===== src/sv/wmrd_pkg.sv =====
// Shared types, widths and helpers for the window move region diff block.
package wmrd_pkg;

  localparam int COORD_BITS    = 16;
  localparam int SIZE_BITS     = COORD_BITS - 1;
  localparam int EXT_BITS      = COORD_BITS + 2;
  localparam int NUM_SLOTS     = 8;
  localparam int SLOT_IDX_BITS = $clog2(NUM_SLOTS);

  typedef logic signed [COORD_BITS-1:0] coord_t;
  typedef logic [SIZE_BITS-1:0]         size_t_t;
  typedef logic signed [EXT_BITS-1:0]   ext_t;
  typedef logic [NUM_SLOTS-1:0]         slot_mask_t;
  typedef logic [SLOT_IDX_BITS-1:0]     slot_idx_t;

  typedef struct packed {
    coord_t  x;
    coord_t  y;
    size_t_t w;
    size_t_t h;
    logic    add;
  } region_t;

  function automatic region_t mk_region(ext_t x, ext_t y, ext_t w, ext_t h, logic add);
    region_t r;
    r.x   = x[COORD_BITS-1:0];
    r.y   = y[COORD_BITS-1:0];
    r.w   = w[SIZE_BITS-1:0];
    r.h   = h[SIZE_BITS-1:0];
    r.add = add;
    return r;
  endfunction

endpackage


===== src/sv/window_move_region_diff.sv =====
// Top level: splits a window move into removed and added rectangles, one per cycle while
// out_ready is high. An input is first registered into the slot and pending registers;
// its first region then moves into the output register. The next input is taken in the
// cycle the last region of the previous one enters the output register.
// Reset (synchronous, rst_n low): stored window becomes empty at (0,0), pending
// regions and the output register are dropped.
module window_move_region_diff
  import wmrd_pkg::*;
(
  input  logic                        clk,
  input  logic                        rst_n,
  input  logic                        in_valid,
  output logic                        in_ready,
  input  logic signed [COORD_BITS-1:0] in_new_x,
  input  logic signed [COORD_BITS-1:0] in_new_y,
  input  logic [SIZE_BITS-1:0]        in_new_w,
  input  logic [SIZE_BITS-1:0]        in_new_h,
  output logic                        out_valid,
  input  logic                        out_ready,
  output logic signed [COORD_BITS-1:0] out_region_x,
  output logic signed [COORD_BITS-1:0] out_region_y,
  output logic [SIZE_BITS-1:0]        out_region_w,
  output logic [SIZE_BITS-1:0]        out_region_h,
  output logic                        out_is_addition,
  output logic                        out_last_region
);

  coord_t     old_x_r, old_y_r;
  size_t_t    old_w_r, old_h_r;
  region_t    slot_r [NUM_SLOTS];
  region_t    slot_nxt [NUM_SLOTS];
  slot_mask_t pend_r, pend_nxt, new_mask, pend_clr, pend_rem;
  slot_idx_t  pick_idx;
  region_t    out_reg_r;
  logic       out_valid_r, out_last_r;
  logic       in_acc, out_load;

  ext_t ox, oy, ow, oh, nx, ny, nw, nh;
  ext_t ox2, oy2, nx2, ny2, ix0, ix1, ys, yl, sh;
  logic old_ne, new_ne, overlap;

  always_comb begin
    ox  = ext_t'(old_x_r);
    oy  = ext_t'(old_y_r);
    ow  = ext_t'(old_w_r);
    oh  = ext_t'(old_h_r);
    nx  = ext_t'(in_new_x);
    ny  = ext_t'(in_new_y);
    nw  = ext_t'(in_new_w);
    nh  = ext_t'(in_new_h);
    ox2 = ox + ow;
    oy2 = oy + oh;
    nx2 = nx + nw;
    ny2 = ny + nh;
    ix0 = (ox > nx) ? ox : nx;
    ix1 = (ox2 < nx2) ? ox2 : nx2;
    ys  = (oy > ny) ? oy : ny;
    yl  = (oy2 < ny2) ? oy2 : ny2;
    sh  = yl - ys;
    old_ne  = (old_w_r != '0) && (old_h_r != '0);
    new_ne  = (in_new_w != '0) && (in_new_h != '0);
    overlap = old_ne && new_ne && (ix1 > ix0) && (yl > ys);
  end

  always_comb begin
    slot_nxt[0] = mk_region(ox, oy, ow, ny - oy, 1'b0);
    slot_nxt[1] = mk_region(ox, ny2, ow, oy2 - ny2, 1'b0);
    slot_nxt[2] = mk_region(ox, ys, nx - ox, sh, 1'b0);
    slot_nxt[3] = mk_region(nx2, ys, ox2 - nx2, sh, 1'b0);
    slot_nxt[4] = mk_region(nx, ny, nw, oy - ny, 1'b1);
    slot_nxt[5] = mk_region(nx, oy2, nw, ny2 - oy2, 1'b1);
    slot_nxt[6] = mk_region(nx, ys, ox - nx, sh, 1'b1);
    slot_nxt[7] = mk_region(ox2, ys, nx2 - ox2, sh, 1'b1);
    new_mask[0] = oy < ny;
    new_mask[1] = ny2 < oy2;
    new_mask[2] = ox < nx;
    new_mask[3] = nx2 < ox2;
    new_mask[4] = ny < oy;
    new_mask[5] = oy2 < ny2;
    new_mask[6] = nx < ox;
    new_mask[7] = ox2 < nx2;
    if (!overlap) begin
      // disjoint or empty: whole old window out, whole new window in
      slot_nxt[0] = mk_region(ox, oy, ow, oh, 1'b0);
      slot_nxt[1] = mk_region(nx, ny, nw, nh, 1'b1);
      new_mask    = '0;
      new_mask[0] = old_ne;
      new_mask[1] = new_ne;
    end
  end

  always_comb begin
    pick_idx = '0;
    for (int i = NUM_SLOTS - 1; i >= 0; i--) begin
      if (pend_r[i]) begin
        pick_idx = SLOT_IDX_BITS'(i);
      end
    end
  end

  assign out_load = (pend_r != '0) && (!out_valid_r || out_ready);
  assign pend_clr = out_load ? (slot_mask_t'(1) << pick_idx) : '0;
  assign pend_rem = pend_r & ~pend_clr;
  assign in_ready = (pend_rem == '0);
  assign in_acc   = in_valid && in_ready;
  assign pend_nxt = in_acc ? new_mask : pend_rem;

  always_ff @(posedge clk) begin
    if (!rst_n) begin
      old_x_r     <= '0;
      old_y_r     <= '0;
      old_w_r     <= '0;
      old_h_r     <= '0;
      pend_r      <= '0;
      out_valid_r <= 1'b0;
    end else begin
      pend_r <= pend_nxt;
      if (in_acc) begin
        old_x_r <= in_new_x;
        old_y_r <= in_new_y;
        old_w_r <= in_new_w;
        old_h_r <= in_new_h;
      end
      if (out_load) begin
        out_valid_r <= 1'b1;
      end else if (out_ready) begin
        out_valid_r <= 1'b0;
      end
    end
  end

  always_ff @(posedge clk) begin
    if (in_acc) begin
      for (int i = 0; i < NUM_SLOTS; i++) begin
        slot_r[i] <= slot_nxt[i];
      end
    end
    if (out_load) begin
      out_reg_r  <= slot_r[pick_idx];
      out_last_r <= (pend_rem == '0);
    end
  end

  assign out_valid       = out_valid_r;
  assign out_region_x    = out_reg_r.x;
  assign out_region_y    = out_reg_r.y;
  assign out_region_w    = out_reg_r.w;
  assign out_region_h    = out_reg_r.h;
  assign out_is_addition = out_reg_r.add;
  assign out_last_region = out_last_r;

  // hold pending regions while the output stalls
  assert property (@(posedge clk) disable iff (!rst_n)
    out_valid_r && !out_ready && (pend_r != '0) |=> $stable(pend_r))
    else $error("pending regions changed during output stall");

  // take the next input when the final pending region moves out
  assert property (@(posedge clk) disable iff (!rst_n)
    out_load && ($countones(pend_r) == 1) |-> in_ready)
    else $error("input not ready as last region leaves");

  assert property (@(posedge clk)
    !rst_n |=> !out_valid_r && (pend_r == '0))
    else $error("reset did not drop pending regions");

endmodule

===== config.mk =====
export PLATFORM = sky130hd
export DESIGN_NAME = window_move_region_diff
export DESIGN_NICKNAME = d
export VERILOG_FILES = /design/src/sv/wmrd_pkg.sv /design/src/sv/window_move_region_diff.sv
export SDC_FILE = /design/constraint.sdc
export NUM_CORES = 1
export LEC_CHECK = 0
export BUFFER_PORTS_ARGS = -buffer_cell sky130_fd_sc_hd__buf_4
export CORE_MARGIN = 2
export CORE_UTILIZATION = 57
export CTS_BUF_LIST = sky130_fd_sc_hd__clkbuf_16
export CTS_CLUSTER_DIAMETER = 40
export DETAILED_ROUTE_END_ITERATION = 16
export PLACE_DENSITY = 0.79
export SYNTH_ARGS = -nofsm -noshare
export SYNTH_HDL_FRONTEND = slang
export SYNTH_SLANG_ARGS = --single-unit

===== constraint.sdc =====
create_clock -name clk -period 7.1 [get_ports clk]
set_input_delay 1.065 -clock clk [delete_from_list [all_inputs] [get_ports clk]]
set_output_delay 1.065 -clock clk [all_outputs]
set_load 0.02 [all_outputs]

==> results.cfg <==
[finish]
n_fill_cell = 3629
nets = 3525
final_cell_mix = nand2_1 (500), edfxtp_1 (403), buf_4 (379), ha_1 (212), inv_1 (187)
mostFrequentLayoutCell = nand2_1
n_antenna_cell = 0
drive_above_1_share_pct = 19.3
syn2layout_area_growth_pct = 21.2
fin_util_pct = 69.6
seq_area_mm2 = 0.0135
multi_input_comb_area_mm2 = 0.0142

[yosys]
synth.top_cell.area_share_pct = 42.1
ys_warn_count = 0
syn_area_mm2 = 0.0287
synth_cell_types = 78
synth.area.top_cells = edfxtp_1 (42%), ha_1 (9.3%), nand2_1 (6.5%), dfxtp_1 (5.0%), xnor2_1 (3.7%)
synthArstFlopShare_pct = 0
ys_seq_area_share_pct = 47.1
synthCells = 2910
synth-main-ff-cell = edfxtp_1
synth.ff_latch_count = 474
synth_edf_count = 403
yosysTopAreaCell = edfxtp_1
synth.avg_cell_area_um2 = 9.87
synth_nets = 3203

[die]
pin_count = 132
die_h_um = 228
die_area_mm2 = 0.0522
num_rows = 82
start_util_pct = 57.5
fp.dieW_um = 228
core-area_mm2 = 0.0500

[critical_path]
required_ns = 7.44
slowest_stage = or3_1
crit_path_end_kind = flip-flop
critPathLaunch = in_new_x[0]
critPathLaunchType = primary input
crit_path_end = slot_r[1][12]$_DFFE_PP_
crit_fanout = 13
critPathKind = in2reg
reg2reg_slack_ns = 0.08
crit_arrival_ns = 7.40
critPathMaxStageDelay_ns = 0.43
r2r-end = slot_r[1][12]$_DFFE_PP_
reg2reg_from = old_y_r[0]$_SDFFE_PN0P_
reg2reg_depth = 31

[global_routing]
overflow = 0
grt_first_pass_wirelength_um = 136000
grt_max_degree = 113
antenna_found_initial = 3
grt_pass1_vias = 23400
grtUsageTotal_pct = 34.0

[drt]
drtAntennaViolNets = 0
drt-met1-wl_um = 37700
vias = 24100
met3WireLength_um = 9700
via_per_inst = 6.10
drtIter0Drc = 2971
route.met2.wl_um = 39400
top_layer = met5
wl_per_cell_um = 22.8
route.detailed.drc = 0
wirelength_um = 90300
firstDrtPassIters = 8

[placed_design]
port_buffers = 131
gp_congestion = 1.08
dp_hpwl_um = 65100

[clock_tree]
clock_sinks = 474
cts_hold_buf = 0
clkLatencyLatePin_ns = 0.61
cts_tree = done
htreeDepth = 3
ctsLongestPathBuffers = 3
path_clk_slew_ns = 0.06
cts_buffers = 69
cts-root-buf = clkbuf_16

[sta]
worstMarginPinSlew_ns = 1.14
fmax_ghz = 0.142
maxSlewViolCount = 0
skew_ns = 0.0237
period_needed_ns = 7.06
fin_hold_ws_ns = 0.498
setup_violations = 0
post-route-period-util_pct = 99.4
setup_tns_ns = 0
relSlewSlack_pct = 24.1
hold_viol_final = 0

[job]
drv_cap = 0

[min_path]
worstHoldPathType = reg2reg

[status]
status = completed
area by class of cell:
class	count	share of cell area (%)
inverter	185	2.02
clock buffer	73	5.25
multi-input combinational	2107	40.7
timing repair buffer	395	9.04
sequential	474	38.9
tap	672	2.42
clock inverter	52	1.69
flip-flops by register name (all words and copies together), names as in the netlist, 8 cells and up:
name	count
slot_r	339
old_x_r	16
old_y_r	16
out_region_x	16
out_region_y	16
old_h_r	15
old_w_r	15
out_region_h	15
out_region_w	15
pend_r	8
layer usage:
metal  vias up  GRT usage (%)
met3       240           7.09
met2      1341           51.0
met1     11600           48.2
li1      11000              -
met4         4           13.8
met5         -              0
how the worst min path moves through the flow:
stage	startpoint	endpoint	slack (ns)	cells after the start
4_1_cts	old_y_r[14]$_SDFFE_PN0P_	slot_r[0][45]$_DFFE_PP_	0.50	0
6_report	old_y_r[14]$_SDFFE_PN0P_	slot_r[0][45]$_DFFE_PP_	0.50	0
5_1_grt	old_x_r[15]$_SDFFE_PN0P_	slot_r[2][62]$_DFFE_PP_	0.52	0
3_5_place_dp	old_y_r[14]$_SDFFE_PN0P_	slot_r[0][45]$_DFFE_PP_	0.48	0
2_1_floorplan	old_x_r[15]$_SDFFE_PN0P_	slot_r[2][62]$_DFFE_PP_	0.45	0
3_3_place_gp	old_x_r[15]$_SDFFE_PN0P_	slot_r[2][62]$_DFFE_PP_	0.47	0
logic make-up (layout without fill, tap and decap cells):
kind of cell | Yosys count | in the layout | share of synthesized area, %
AOI/OAI and AO/OA | 681 | 681 | 15.1
adders and majority gates | 228 | 228 | 10.3
muxes | 100 | 100 | 3.69
buffers and inverters | 329 | 705 | 4.63
DFF | 474 | 474 | 47.1
xor gates and xnor gates | 161 | 161 | 4.98
and+or+nand+nor | 937 | 937 | 14.2
per-stage QoR:
| stage | instances | cell area, µm² | setup slack [ns] |
|---|---|---|---|
| floorplan | 2910 | 28700 | 0.00828 |
| global placement | 3824 | 32100 | -0.495 |
| detailed placement | 3824 | 32100 | -0.597 |
| CTS | 3949 | 34500 | 0.00697 |
| global route | 3958 | 34800 | -0.0824 |
| finish | 3958 | 34800 | 0.0396 |
cell usage after synthesis (6+ instances only):
cell type and count:
and3_1 9, o31a_1 10, or2_2 6, buf_1 10, xor2_1 39, dfxtp_1 71
a21oi_1 161, a21boi_0 7, and2_1 6, a21o_1 87, a31o_2 8, buf_2 26
inv_1 182, o21ai_1 13, nor2b_1 39, mux2i_1 53, nor4_1 14, o31ai_1 7
nand3_1 119, nor2_1 149, nand2_1 500, o211ai_1 26, mux2_2 43, or3_1 10
a221oi_1 7, nand4_1 18, a31oi_1 16, ha_1 214, a21boi_1 63, o41ai_1 8
edfxtp_1 403, o21a_1 16, buf_4 10, clkbuf_1 96, nand2b_1 18, o21ai_0 184
nor3_1 32, o22ai_1 6, a211oi_1 6, xnor2_1 121, o21bai_1 23, fa_1 13
critical path, delay by kind of cell:
family	cells	cell delay, ns
AOI/OAI and AO/OA	14	2.63
xor gates and xnor gates	1	0.19
adders and majority gates	4	1.19
buffers and inverters	6	0.91
muxes	2	0.66
and+or+nand+nor	4	0.74
repair_timing:
| item | CTS | global route |
|---|---|---|
| endpoints found under the setup margin | 88 | 88 |
| resized for setup | 14 | 39 |
| cloned | 0 | 1 |
| setup buffers | 0 | 8 |
| pin swaps | 4 | 21 |
Power is not shown: default switching activity piles up to over one toggle a cycle in this logic, so the estimate is an artifact.
